File: src/hw/rtl/poc_pkg.sv
package poc_pkg;

	// Number of patterns in the decode list, and the width of a class code.
	localparam int PATTERN_COUNT = 82;
	localparam int OPCODE_W = 16;
	localparam int CODE_W = 7;

	// Class code given when no pattern matches.
	localparam logic [CODE_W-1:0] CLASS_UNKNOWN = '0;

	// Highest class code in use.
	localparam logic [CODE_W-1:0] CLASS_LAST = CODE_W'(PATTERN_COUNT);

	// Result of one classification.
	typedef struct packed {
		logic [CODE_W-1:0] class_code;
		logic              is_known;
	} poc_result_t;

	// Pattern masks in priority order. Entry k belongs to class code k+1.
	localparam logic [OPCODE_W-1:0] PAT_MASK [PATTERN_COUNT] = '{
		16'hffff, 16'hffff, 16'hffff, 16'hffff, 16'hffff, 16'hffff, 16'hffff, 16'hffff,
		16'hffff, 16'hffff, 16'hffff, 16'hffff, 16'hffff, 16'hffff,
		16'hfff8, 16'hfff8, 16'hfff8,
		16'hfff0, 16'hfff0,
		16'hffc0, 16'hffc0, 16'hffc0, 16'hffc0, 16'hffc0, 16'hffc0, 16'hffc0, 16'hffc0,
		16'hffc0, 16'hffc0, 16'hffc0, 16'hfe38,
		16'hf0f8, 16'hf1f0, 16'hf1f0, 16'hff80, 16'hff80, 16'hf1c0,
		16'hff00, 16'hff00, 16'hff00, 16'hff00, 16'hff00, 16'hff00, 16'hff00, 16'hff00,
		16'hff00, 16'hff00, 16'hff00, 16'hf0c0, 16'hf130, 16'hf130, 16'hf0c0, 16'hf130,
		16'hf0c0, 16'hf138,
		16'hf1c0, 16'hf1c0, 16'hf1c0, 16'hf1c0, 16'hf1c0, 16'hf1c0, 16'hf1c0, 16'hf1c0,
		16'hf038,
		16'hf018, 16'hf018, 16'hf0c0, 16'hf140, 16'hf018, 16'hf018,
		16'hf100, 16'hf100, 16'hf100, 16'hf000, 16'hf100, 16'hc1c0,
		16'hf000, 16'hf000, 16'hf000, 16'hf000, 16'hf000,
		16'hc000
	};

	// Pattern compare values, in the same order as the masks.
	localparam logic [OPCODE_W-1:0] PAT_VALUE [PATTERN_COUNT] = '{
		16'h023c, 16'h027c, 16'h0a3c, 16'h0a7c, 16'h4afc, 16'h4e71, 16'h003c, 16'h007c,
		16'h4e70, 16'h4e73, 16'h4e77, 16'h4e75, 16'h4e72, 16'h4e76,
		16'h4e50, 16'h4840, 16'h4e58,
		16'h4e40, 16'h4e60,
		16'h0800, 16'h0840, 16'h0880, 16'h08c0, 16'h44c0, 16'h40c0, 16'h46c0, 16'h4840,
		16'h4ac0, 16'h4ec0, 16'h4e80, 16'h4800,
		16'h50c8, 16'hc100, 16'h8100, 16'h4880, 16'h4c80, 16'h01c0,
		16'h4200, 16'h0c00, 16'h0a00, 16'h0600, 16'h0200, 16'h0000, 16'h4400, 16'h4000,
		16'h4600, 16'h0400, 16'h4a00, 16'hd0c0, 16'hd100, 16'hc100, 16'h90c0, 16'h9100,
		16'hb0c0, 16'hb108,
		16'h0140, 16'h0180, 16'h0100, 16'h81c0, 16'h80c0, 16'hc1c0, 16'hc0c0, 16'h41c0,
		16'h0008,
		16'he018, 16'he010, 16'h50c0, 16'h4100, 16'he008, 16'he000,
		16'h5000, 16'hb100, 16'h7000, 16'h9000, 16'h5100, 16'h0040,
		16'hd000, 16'hc000, 16'h6000, 16'hb000, 16'h8000,
		16'h0000
	};

endpackage

File: src/hw/rtl/priority_opcode_class_decoder.sv
// Channel   Direction  Handshake           Payload
// input     in         in_valid/in_stall   opcode_word[15:0]
// output    out        out_valid/out_stall class_code[6:0], is_known
//
// Each transfer passes through one input register and one result register,
// with the pattern match between them.
// One opcode word is accepted per cycle while the output side does not stall.
// Reset clears both valid flags; payload registers are not reset.
// An output stall holds the result register, and the input register fills
// behind it before in_stall rises.
module priority_opcode_class_decoder (
	input  logic                                   clk,
	input  logic                                   arst_n,
	input  logic                                   in_valid,
	output logic                                   in_stall,
	input  logic [poc_pkg::OPCODE_W-1:0]           opcode_word,
	output logic                                   out_valid,
	input  logic                                   out_stall,
	output logic [poc_pkg::CODE_W-1:0]             class_code,
	output logic                                   is_known
);

	logic                           valid_s1;
	logic [poc_pkg::OPCODE_W-1:0]   opcode_s1;
	logic                           valid_s2;
	poc_pkg::poc_result_t           result_s2;
	poc_pkg::poc_result_t           match_result;
	logic                           adv_s1;
	logic                           adv_s2;

	// A stage moves when it is empty or the stage after it moves.
	assign adv_s2   = !valid_s2 || !out_stall;
	assign adv_s1   = !valid_s1 || adv_s2;
	assign in_stall = !adv_s1;

	// Input register.
	always_ff @(posedge clk or negedge arst_n) begin
		if (!arst_n) begin
			valid_s1 <= 1'b0;
		end else if (adv_s1) begin
			valid_s1 <= in_valid;
		end
	end

	always_ff @(posedge clk) begin
		if (adv_s1 && in_valid) begin
			opcode_s1 <= opcode_word;
		end
	end

	// Pattern match on the registered opcode word.
	poc_match u_match (
		.opcode (opcode_s1),
		.result (match_result)
	);

	// Result register.
	always_ff @(posedge clk or negedge arst_n) begin
		if (!arst_n) begin
			valid_s2 <= 1'b0;
		end else if (adv_s2) begin
			valid_s2 <= valid_s1;
		end
	end

	always_ff @(posedge clk) begin
		if (adv_s2 && valid_s1) begin
			result_s2 <= match_result;
		end
	end

	assign out_valid  = valid_s2;
	assign class_code = result_s2.class_code;
	assign is_known   = result_s2.is_known;

	// The known flag agrees with the class code on every delivered result.
	a_known_flag: assert property (@(posedge clk) disable iff (!arst_n)
		out_valid |-> (is_known == (class_code != poc_pkg::CLASS_UNKNOWN)))
		else $error("is_known disagrees with class_code");

	// No delivered class code lies beyond the last pattern.
	a_code_range: assert property (@(posedge clk) disable iff (!arst_n)
		out_valid |-> (class_code <= poc_pkg::CLASS_LAST))
		else $error("class_code out of range");

	// The input side stalls only when both registers are full.
	a_stall_full: assert property (@(posedge clk) disable iff (!arst_n)
		in_stall |-> (valid_s1 && valid_s2 && out_stall))
		else $error("input stalled with a free register");

	// A result that was stalled is still there in the next cycle.
	a_result_kept: assert property (@(posedge clk) disable iff (!arst_n)
		(valid_s2 && out_stall) |=> (valid_s2 && $stable(result_s2)))
		else $error("stalled result lost");

endmodule

File: src/hw/rtl/poc_match.sv
module poc_match (
	input  logic [poc_pkg::OPCODE_W-1:0] opcode,
	output poc_pkg::poc_result_t         result
);

	// Match every pattern at once; the earliest match in list order wins.
	// Scanning from the back lets each earlier match override a later one.
	always_comb begin
		result.class_code = poc_pkg::CLASS_UNKNOWN;
		for (int k = poc_pkg::PATTERN_COUNT - 1; k >= 0; k--) begin
			if ((opcode & poc_pkg::PAT_MASK[k]) == poc_pkg::PAT_VALUE[k]) begin
				result.class_code = poc_pkg::CODE_W'(k + 1);
			end
		end
		result.is_known = (result.class_code != poc_pkg::CLASS_UNKNOWN);
	end

endmodule
File: config.mk
export PLATFORM = sky130hd
export DESIGN_NAME = priority_opcode_class_decoder
export DESIGN_NICKNAME = d
export VERILOG_FILES = /design/src/hw/rtl/poc_pkg.sv /design/src/hw/rtl/priority_opcode_class_decoder.sv /design/src/hw/rtl/poc_match.sv
export SDC_FILE = /design/constraint.sdc
export NUM_CORES = 1
export LEC_CHECK = 0
export ABC_CLOCK_PERIOD_IN_PS = 2600
export BUFFER_PORTS_ARGS = -buffer_cell sky130_fd_sc_hd__buf_2
export CORE_ASPECT_RATIO = 0.7
export CORE_MARGIN = 2
export CORE_UTILIZATION = 43
export DETAILED_ROUTE_END_ITERATION = 10
export GPL_TIMING_DRIVEN = 0
export SLEW_MARGIN = 20
export SYNTH_ARGS = -nofsm -noshare
export SYNTH_HDL_FRONTEND = slang
export SYNTH_SLANG_ARGS = --single-unit
File: constraint.sdc
create_clock -name clk -period 2.6 [get_ports clk]
set_clock_uncertainty 0.2 [all_clocks]
set_input_delay 0.13 -clock clk [delete_from_list [all_inputs] [get_ports clk]]
set_output_delay 0.13 -clock clk [all_outputs]
set_load 0.01 [all_outputs]
# Word level (Yosys, flattened, before mapping)
# Index checks and enable logic that the tools add are counted.
word_totals:
  romBits: 0
  mem_bits_rw: 0
  memories: 0
  latchBits: 0
  reg_bits: 26
  word_cells: 178
op_classes:
  shift: 0
  div: 0
  n_lt_le_gt_ge: 0
  eq_ne: 80
  addsub: 0
  muxes: 82
  bitwise_logic: 0
  mul: 0
  n_reduce_logical: 11
ops:
  columns: ["op", "count"]
  rows:
  - ["two-way mux 7 bit", 82]
  - ["== test 16 x 15 -> 1 bit (second input constant)", 8]
  - ["== test 10 x 9 -> 1 bit (second input constant)", 8]
  - ["== test 7 bit (second input constant)", 7]
  - ["== test 6 bit (second input constant)", 7]
  - ["== test 10 x 6 -> 1 bit (second input constant)", 4]
  - ["== test 8 x 7 -> 1 bit (second input constant)", 5]
  - ["== test 13 x 12 -> 1 bit (second input constant)", 3]
  - ["== test 16 x 10 -> 1 bit (second input constant)", 2]
  - ["== test 16 x 12 -> 1 bit (second input constant)", 2]
  - ["logical NOT 16 bit", 2]
  - ["== test 7 x 3 -> 1 bit (second input constant)", 4]
  - ["== test 9 x 8 -> 1 bit (second input constant)", 3]
  - ["== test 12 x 11 -> 1 bit (second input constant)", 2]
  - ["== test 4 bit (second input constant)", 5]
  - ["== test 9 bit (second input constant)", 2]
  - ["== test 16 x 6 -> 1 bit (second input constant)", 1]
  - ["== test 16 x 7 -> 1 bit (second input constant)", 1]
  - ["== test 8 x 3 -> 1 bit (second input constant)", 2]
  - ["== test 8 x 4 -> 1 bit (second input constant)", 2]
  - ["== test 5 x 4 -> 1 bit (second input constant)", 3]
  - ["== test 6 x 5 -> 1 bit (second input constant)", 2]
  - ["== test 8 x 2 -> 1 bit (second input constant)", 1]
  - ["== test 8 bit (second input constant)", 1]
  - ["9 further kinds", 14]

# Logic depth before layout (Yosys ltp)
# Gate-level depths: netlist of run 1.
depth:
  word_depth: 84
  ltp_mapped: 10
  ltp_nobuf: 7

# Modules after synthesis
# From an unflattened synthesis of run 1, not the netlist that was laid out.
unflattened:
  hier_cells: 344
  area_unflattened_um2: 2727.6
modules_own_cells:
  columns: ["mod", "cells_per_inst", "area_per_inst_um2", "instances"]
  rows:
  - ["poc_match", 312, 1914.3, 1]
  - ["priority_opcode_class_decoder", 32, 813.3, 1]

# Worst setup path before layout of run 1
# No wires, ideal clock.
synth_path:
  path_kind: "register -> register"
  from: "register opcode_s1[15] (netlist name)"
  to: "register result_s2, in the netlist is_known, data pin"
  arrival_time_ps: 2205
  path_slack_ps: -74
  synth_period_minus_slack_ps: 2674
  path_buffers: 1
  required_ps: 2132
  path_stages_with_launch: 9
  setup_ps: 268
  cell_sequence: "edfxtp_1 > or4_1 > buf_2 > or4_4 > o32ai_4 > a311o_2 > nor2_1 > o21ai_0 > nand4bb_1"
synth_rtl:
  columns: ["element", "line", "rtl"]
  rows:
  - ["start: declaration", "priority_opcode_class_decoder.sv:24", "logic [poc_pkg::OPCODE_W-1:0] opcode_s1;"]
  - ["start signal: assignment", "priority_opcode_class_decoder.sv:47", "opcode_s1 <= opcode_word;"]
  - ["end signal: assignment", "priority_opcode_class_decoder.sv:68", "result_s2 <= match_result;"]
  - ["end: declaration", "priority_opcode_class_decoder.sv:26", "poc_pkg::poc_result_t result_s2;"]

==> reports/qor.yml, run 1 <==
outcome:
  status: "finished with violations"
  violations: "setup timing"
global_routing:
  grt_max_degree: 17
  antenna_found_initial: 0
  grt_pass1_vias: 2863
  track_usage: 0.2770
  grt-ovfl-total: 0
  grt_pass1_wl_um: 15000
timing:
  whs_ns: 0.2848
  setup_viol: 6
  min_period_ns: 2.795
  hold_violations: 0
  rsz0062_at_grt: "yes"
  final_max_slew_viol_count: 0
  fmax_ghz: 0.3578
  worst_pin_slew_ns: 0.8873
  worst_slack_ns: -0.1952
  period_share: 1.075
  slew_headroom: 0.4072
routing:
  wl_per_cell_um: 20.20
  viasPerCell: 6.607
  ant_nets: 0
  firstDrtPassIters: 6
  drc: 0
  wl_um: 9657
  drtIter0Drc: 424
  vias: 3158
yosys:
  yosys_warnings: 0
  syn_area_sq_mm: 0.002615
  synthArstFlopShare: 0.07692
  synth_ff_type: "edfxtp_1"
  synth_edf_count: 24
  ys_seq_elements: 26
  syn_area_per_cell_sq_um: 7.924
  synth_nets: 350
  ys_seq_area_frac: 0.2947
  netlist_instances: 330
  synth_cell_types: 66
flow_run:
  maxCapViolCount: 0
layout:
  final_cell_mix: "37 x buf_2, 27 x nand2_1, 24 x edfxtp_1"
  num_antenna_cells: 0
  fin_nets: 424
  fin_util: 0.6085
  area_growth_syn_to_layout_pct: 34.59
  drive_gt1_frac: 0.2903
  final_common_cell: "buf_2"
pwr:
  p_leak_uw: 0.001323
  vdd_drop_max_mv: 0.2186
  powerDensity_mw_per_mm2: 372.3
setup_path:
  crit_fanout: 8
  end_kind: "flip-flop"
  crit_family: "compound AO/OA/AOI/OAI gates"
  cp_common_cell: "o311a_1"
  cp_num_buf_inv: 1
  crit_type: "flip-flop to flip-flop"
  reg2reg_setup_slack_ns: -0.20
  critPathSlowestCell: "or4_4"
  startpoint_type: "flip-flop"
  critPathArrivalTime_ns: 2.64
  cp_slowest_stage_delay_ns: 0.62
  crit_required_ns: 2.44
  cp_cell_sequence: "buf_6 > or4_4 > o32a_1 > o2111a_1 > o311a_1 > o311a_1 > nand4bb_1"
clock_network:
  cts_buffers: 3
  clock_latency_ns: 0.29
  cts_tree: "done"
  clockBufferDepth: 2
  cts_sinks: 26
  htree_levels: 1
  clockRootBuffer: "clkbuf_8"
  clk_pin_slew_ns: 0.10
floorplan:
  start_util: 0.4521
  die_w_um: 97.21
  die_h_um: 69.25
  pin_count: 30
  dieArea_sq_mm: 0.006731
  num_rows: 23
  core_area_sq_mm: 0.005784
worst_hold_path:
  hold_class: "flip-flop to flip-flop"
placed_design:
  place_hpwl_um: 6744
  place.gp.congestion: 0.9714
  numPortBuffers: 29
## flip-flops by register name (all words and copies together), names as in the netlist
name        flops
is_known        1
class_code      7
valid_s1        1
out_valid       1
opcode_s1      16
## cell families after synthesis
logic type / after synthesis / share of synthesized area
XOR/XNOR: 7 / 0.02345
AND/OR/NAND/NOR: 170 / 0.3742
buffers and inverters: 37 / 0.06220
AO/OA/AOI/OAI: 89 / 0.2416
multiplexers: 1 / 0.003828
flip-flops: 26 / 0.2947
## worst register-to-register path, delay by kind of cell, from the launching register on
kind,cells,cell delay (ns)
flops,1,0.39
simple gates,2,0.79
compound gates,4,1.02
buf+inv,1,0.16
## cell usage after synthesis (8+ instances only)
library cell   n  area share
a21oi_1       19       0.036
nor2_1        23       0.033
o21ai_0       17       0.033
nor2b_1       10       0.024
nand4_1       12       0.029
nand2_1       27       0.039
nand2b_1      10       0.024
nand3_1       21       0.040
edfxtp_1      24        0.28
clkbuf_1      14       0.020
nor3_1        12       0.023
inv_1          8       0.011
## layer usage
| layer | global-route usage | share of wire | up-vias |
|---|---|---|---|
| met5 | 0 | 0 | - |
| met4 | 0.06790 | 0.029 | 0 |
| met3 | 0.06452 | 0.14 | 39 |
| met2 | 0.4020 | 0.40 | 286 |
| met1 | 0.4166 | 0.43 | 1406 |
| li1 | - | - | 1427 |
## metrics by stage
stage / cell area (sq um) / TNS [ns] / setup WS, ns / std cells / total power (uW)
detailed placement: 2869 / -3.218 / -0.5776 / 434 / 868.1
global placement: 2869 / -3.581 / -0.6514 / 434 / 869.5
CTS: 3368 / -0.5254 / -0.1646 / 471 / 1264
floorplan: 2630 / -0.009641 / -0.009641 / 330 / 756.0
global route: 3520 / -1.128 / -0.2319 / 478 / 1357
finish: 3520 / -0.6829 / -0.1952 / 478 / 1310
## report_power, final
| group | total (uW) | leakage (uW) | internal [uW] | switching (uW) |
|---|---|---|---|---|
| combinational | 439 | 0.00104 | 185 | 254 |
| clock | 344 | 0.0000357 | 207 | 138 |
| sequential | 527 | 0.000251 | 501 | 26.6 |
| total | 1310 | 0.00132 | 892 | 418 |
## path summary, 6_finish.rpt
kind / to / startpoint / cells after the start
max: is_known$_DFFE_PP_ / opcode_s1[8]$_DFFE_PP_ / 7
min: out_valid$_DFFE_PN0P_ / valid_s1$_DFFE_PN0N_ / 1
max reg2reg: is_known$_DFFE_PP_ / opcode_s1[8]$_DFFE_PP_ / 7
min reg2reg: out_valid$_DFFE_PN0P_ / valid_s1$_DFFE_PN0N_ / 1
max in group asynchronous: out_valid$_DFFE_PN0P_ / arst_n / 3
min in group asynchronous: valid_s1$_DFFE_PN0N_ / arst_n / 3
## area by class of cell
class,instances,area [sq um]
clock buffer,3,41.29
timing repair buffer,71,520.5
buffer,27,167.7
fill,516,2265
multi-input combinational,267,1866
clock inverter,1,30.03
tap,75,93.84
inverter,8,30.03
sequential,26,770.7
## timing repair
action                                  CTS  global route
hold endpoints to repair                 20             0
pin swaps                                 7            12
hold buffers                             21             0
endpoints found under the setup margin    8             8
gates resized for setup                  39            34
buffers inserted                         12            10
Power figures use the tool's default switching activity.
==> run 2, diff against run 1 <==
--- a/config.mk
+++ b/config.mk
@@ -7,11 +7,12 @@
 export LEC_CHECK = 0
 export ABC_CLOCK_PERIOD_IN_PS = 2600
 export BUFFER_PORTS_ARGS = -buffer_cell sky130_fd_sc_hd__buf_2
-export CORE_ASPECT_RATIO = 0.7
+export CORE_ASPECT_RATIO = 1.1
 export CORE_MARGIN = 2
 export CORE_UTILIZATION = 43
 export DETAILED_ROUTE_END_ITERATION = 10
 export GPL_TIMING_DRIVEN = 0
+export REMOVE_ABC_BUFFERS = 1
 export SLEW_MARGIN = 20
 export SYNTH_ARGS = -nofsm -noshare
 export SYNTH_HDL_FRONTEND = slang
==> reports/qor.yml, run 2 (synthesized netlist as in run 1, its figures left out) <==
routing:
  drtIter0Drc: 478  # +13%
  route.met2.wl_um: 4737  # +22%
  wl_um: 9889  # +2.4%
  firstDrtPassIters: 8  # +2
  drc: 0  # unchanged
  routed-wl-met3_um: 934  # -30%
  met1_length_um: 3622  # -13%
  viasPerCell: 6.592  # -0.22%
  vias: 3263  # +3.3%
  maxUsedRoutingLayer: "met4"
  ant_nets: 0  # unchanged
  wl_per_cell_um: 19.98  # -1.1%
layout:
  final_common_cell: "buf_4"
  largest_reg_flops: 16  # unchanged
  final_cell_mix: "53 x buf_4, 29 x buf_2, 26 x nand2_1, 24 x edfxtp_1"
  top_register: "opcode_s1"
  top_regs: "opcode_s1 x16, class_code x7"
  layout.cells.non_filler: 495  # +3.6%
  fin_nets: 439  # +3.5%
  area_growth_syn_to_layout_pct: 41.87
  num_antenna_cells: 0  # unchanged
  drive_gt1_frac: 0.3134  # +0.02307
clock_network:
  clockBufferDepth: 2  # unchanged
  clock_latency_ns: 0.28  # about the same
  clk_pin_slew_ns: 0.09  # about the same
  cts_sinks: 26  # unchanged
  clockRootBuffer: "clkbuf_8"
  htree_levels: 1  # unchanged
  cts_tree: "done"
  cts_buffers: 3  # unchanged
timing:
  worst_slack_ns: -0.2217  # -0.02654 ns
  worst_pin_slew_ns: 0.7912  # -0.09610 ns
  rsz0062_at_grt: "yes"
  period_share: 1.085  # +0.01021
  min_period_ns: 2.822  # +0.02654 ns
  hold_violations: 0  # unchanged
  fmax_ghz: 0.3544  # -0.94%
  slew_headroom: 0.4714  # +0.06420
  fin_tns_setup_ns: -0.8146  # -0.1317 ns
  final_max_slew_viol_count: 0  # unchanged
  setup_viol: 7  # +1
global_routing:
  grt-ovfl-total: 0  # unchanged
  antenna_found_initial: 0  # unchanged
  track_usage: 0.2925  # +0.01557
  grt_max_degree: 18  # +1
  grt_pass1_wl_um: 15410  # +2.7%
  grt_pass1_vias: 3045  # +6.4%
floorplan:
  pin_count: 30  # unchanged
  start_util: 0.4504  # -0.001656
  num_rows: 29  # +26%
  die_h_um: 85.79  # +24%
  core_area_sq_mm: 0.005806  # +0.37%
  dieArea_sq_mm: 0.006722  # -0.14%
  die_w_um: 78.36  # -19%
placed_design:
  numPortBuffers: 29  # unchanged
  pre_cts_ws_ns: -1.188  # -0.6109 ns
  place_hpwl_um: 5346  # -21%
  place.gp.congestion: 0.9681  # -0.34%
  place_inst: 408  # -6.0%
setup_path:
  end_kind: "flip-flop"
  crit_required_ns: 2.42  # -0.02 ns
  crit_family: "compound AO/OA/AOI/OAI gates"
  crit_type: "flip-flop to flip-flop"
  critPathArrivalTime_ns: 2.64  # about the same
  startpoint_type: "flip-flop"
  cp_cell_sequence: "buf_4 > or4_4 > o32a_1 > o2111a_1 > o311a_1 > o311a_1 > nand4bb_1"
  cp_slowest_stage_delay_ns: 0.52  # -0.10 ns
  cp_num_buf_inv: 1  # unchanged
  cp_common_cell: "o311a_1"
  crit_fanout: 7  # -1
  reg2reg_setup_slack_ns: -0.22  # -0.03 ns
  critPathSlowestCell: "edfxtp_1"
pwr:
  powerDensity_mw_per_mm2: 342.8  # -7.9%
  p_leak_uw: 0.001438  # +8.7%
  vdd_drop_max_mv: 0.3377  # +54%
worst_hold_path:
  hold_class: "flip-flop to flip-flop"
outcome:
  violations: "setup timing"
  status: "finished with violations"
flow_run:
  maxCapViolCount: 0  # unchanged
-- run 2: final cells by class --
type	instances	area [sq um]
clock buffer	4	55.05
fill	499	2096
inverter	8	30.03
multi-input combinational	267	1858
sequential	26	770.7
tap	77	96.34
timing repair buffer	113	899.6
-- run 2: path summary, 6_finish.rpt --
| path | start | end | cells past startpoint |
|---|---|---|---|
| worst min-delay path | valid_s1$_DFFE_PN0N_ | out_valid$_DFFE_PN0P_ | 1 |
| worst min register to register | valid_s1$_DFFE_PN0N_ | out_valid$_DFFE_PN0P_ | 1 |
| worst max-delay path | opcode_s1[13]$_DFFE_PP_ | is_known$_DFFE_PP_ | 7 |
| min in group asynchronous | arst_n | out_valid$_DFFE_PN0P_ | 3 |
| worst max register to register | opcode_s1[13]$_DFFE_PP_ | is_known$_DFFE_PP_ | 7 |
| max in group asynchronous | arst_n | valid_s1$_DFFE_PN0N_ | 3 |
-- run 2: worst reg2reg max path, cell delays in order, from the launching register on --
cell	delay (ns)
edfxtp_1	0.52
buf_4	0.19
or4_4	0.49
o32a_1	0.36
o2111a_1	0.18
o311a_1	0.14
o311a_1	0.31
nand4bb_1	0.18
-- run 2: what timing repair did --
item / CTS / global route
gates cloned: 1 / 0
pin swaps: 15 / 9
hold buffers: 21 / 0
endpoints found under the setup margin: 8 / 8
resized for setup: 26 / 18
hold endpoints to repair: 20 / 0
setup buffers: 55 / 6
-- run 2: through the flow --
stage | area (sq um) | hold WS [ns] | utilization | total power, uW
6_report | 3710 | 0.2882 | 0.6390 | 1272
3_5_place_dp | 2739 | -0.2822 | 0.4718 | 840.2
5_1_grt | 3710 | 0.3336 | 0.6390 | 1320
4_1_cts | 3592 | 0.2895 | 0.6188 | 1235
3_3_place_gp | 2724 | -0.2837 | 0.4692 | 834.1
2_1_floorplan | 2482 | -0.3656 | - | 737.5
-- run 2: report_power, final --
part	switching, uW	leakage [uW]	internal [uW]	total, uW
logic	250	0.00116	216	465
clock network	134	0.0000288	136	269
registers	36.1	0.000251	501	537
-- run 2: metal layers --
layer,vias to the layer above,GRT usage
met1,1507,0.3624
met5,-,0
li1,1457,-
met2,238,0.4937
met4,0,0.1627
met3,61,0.03684
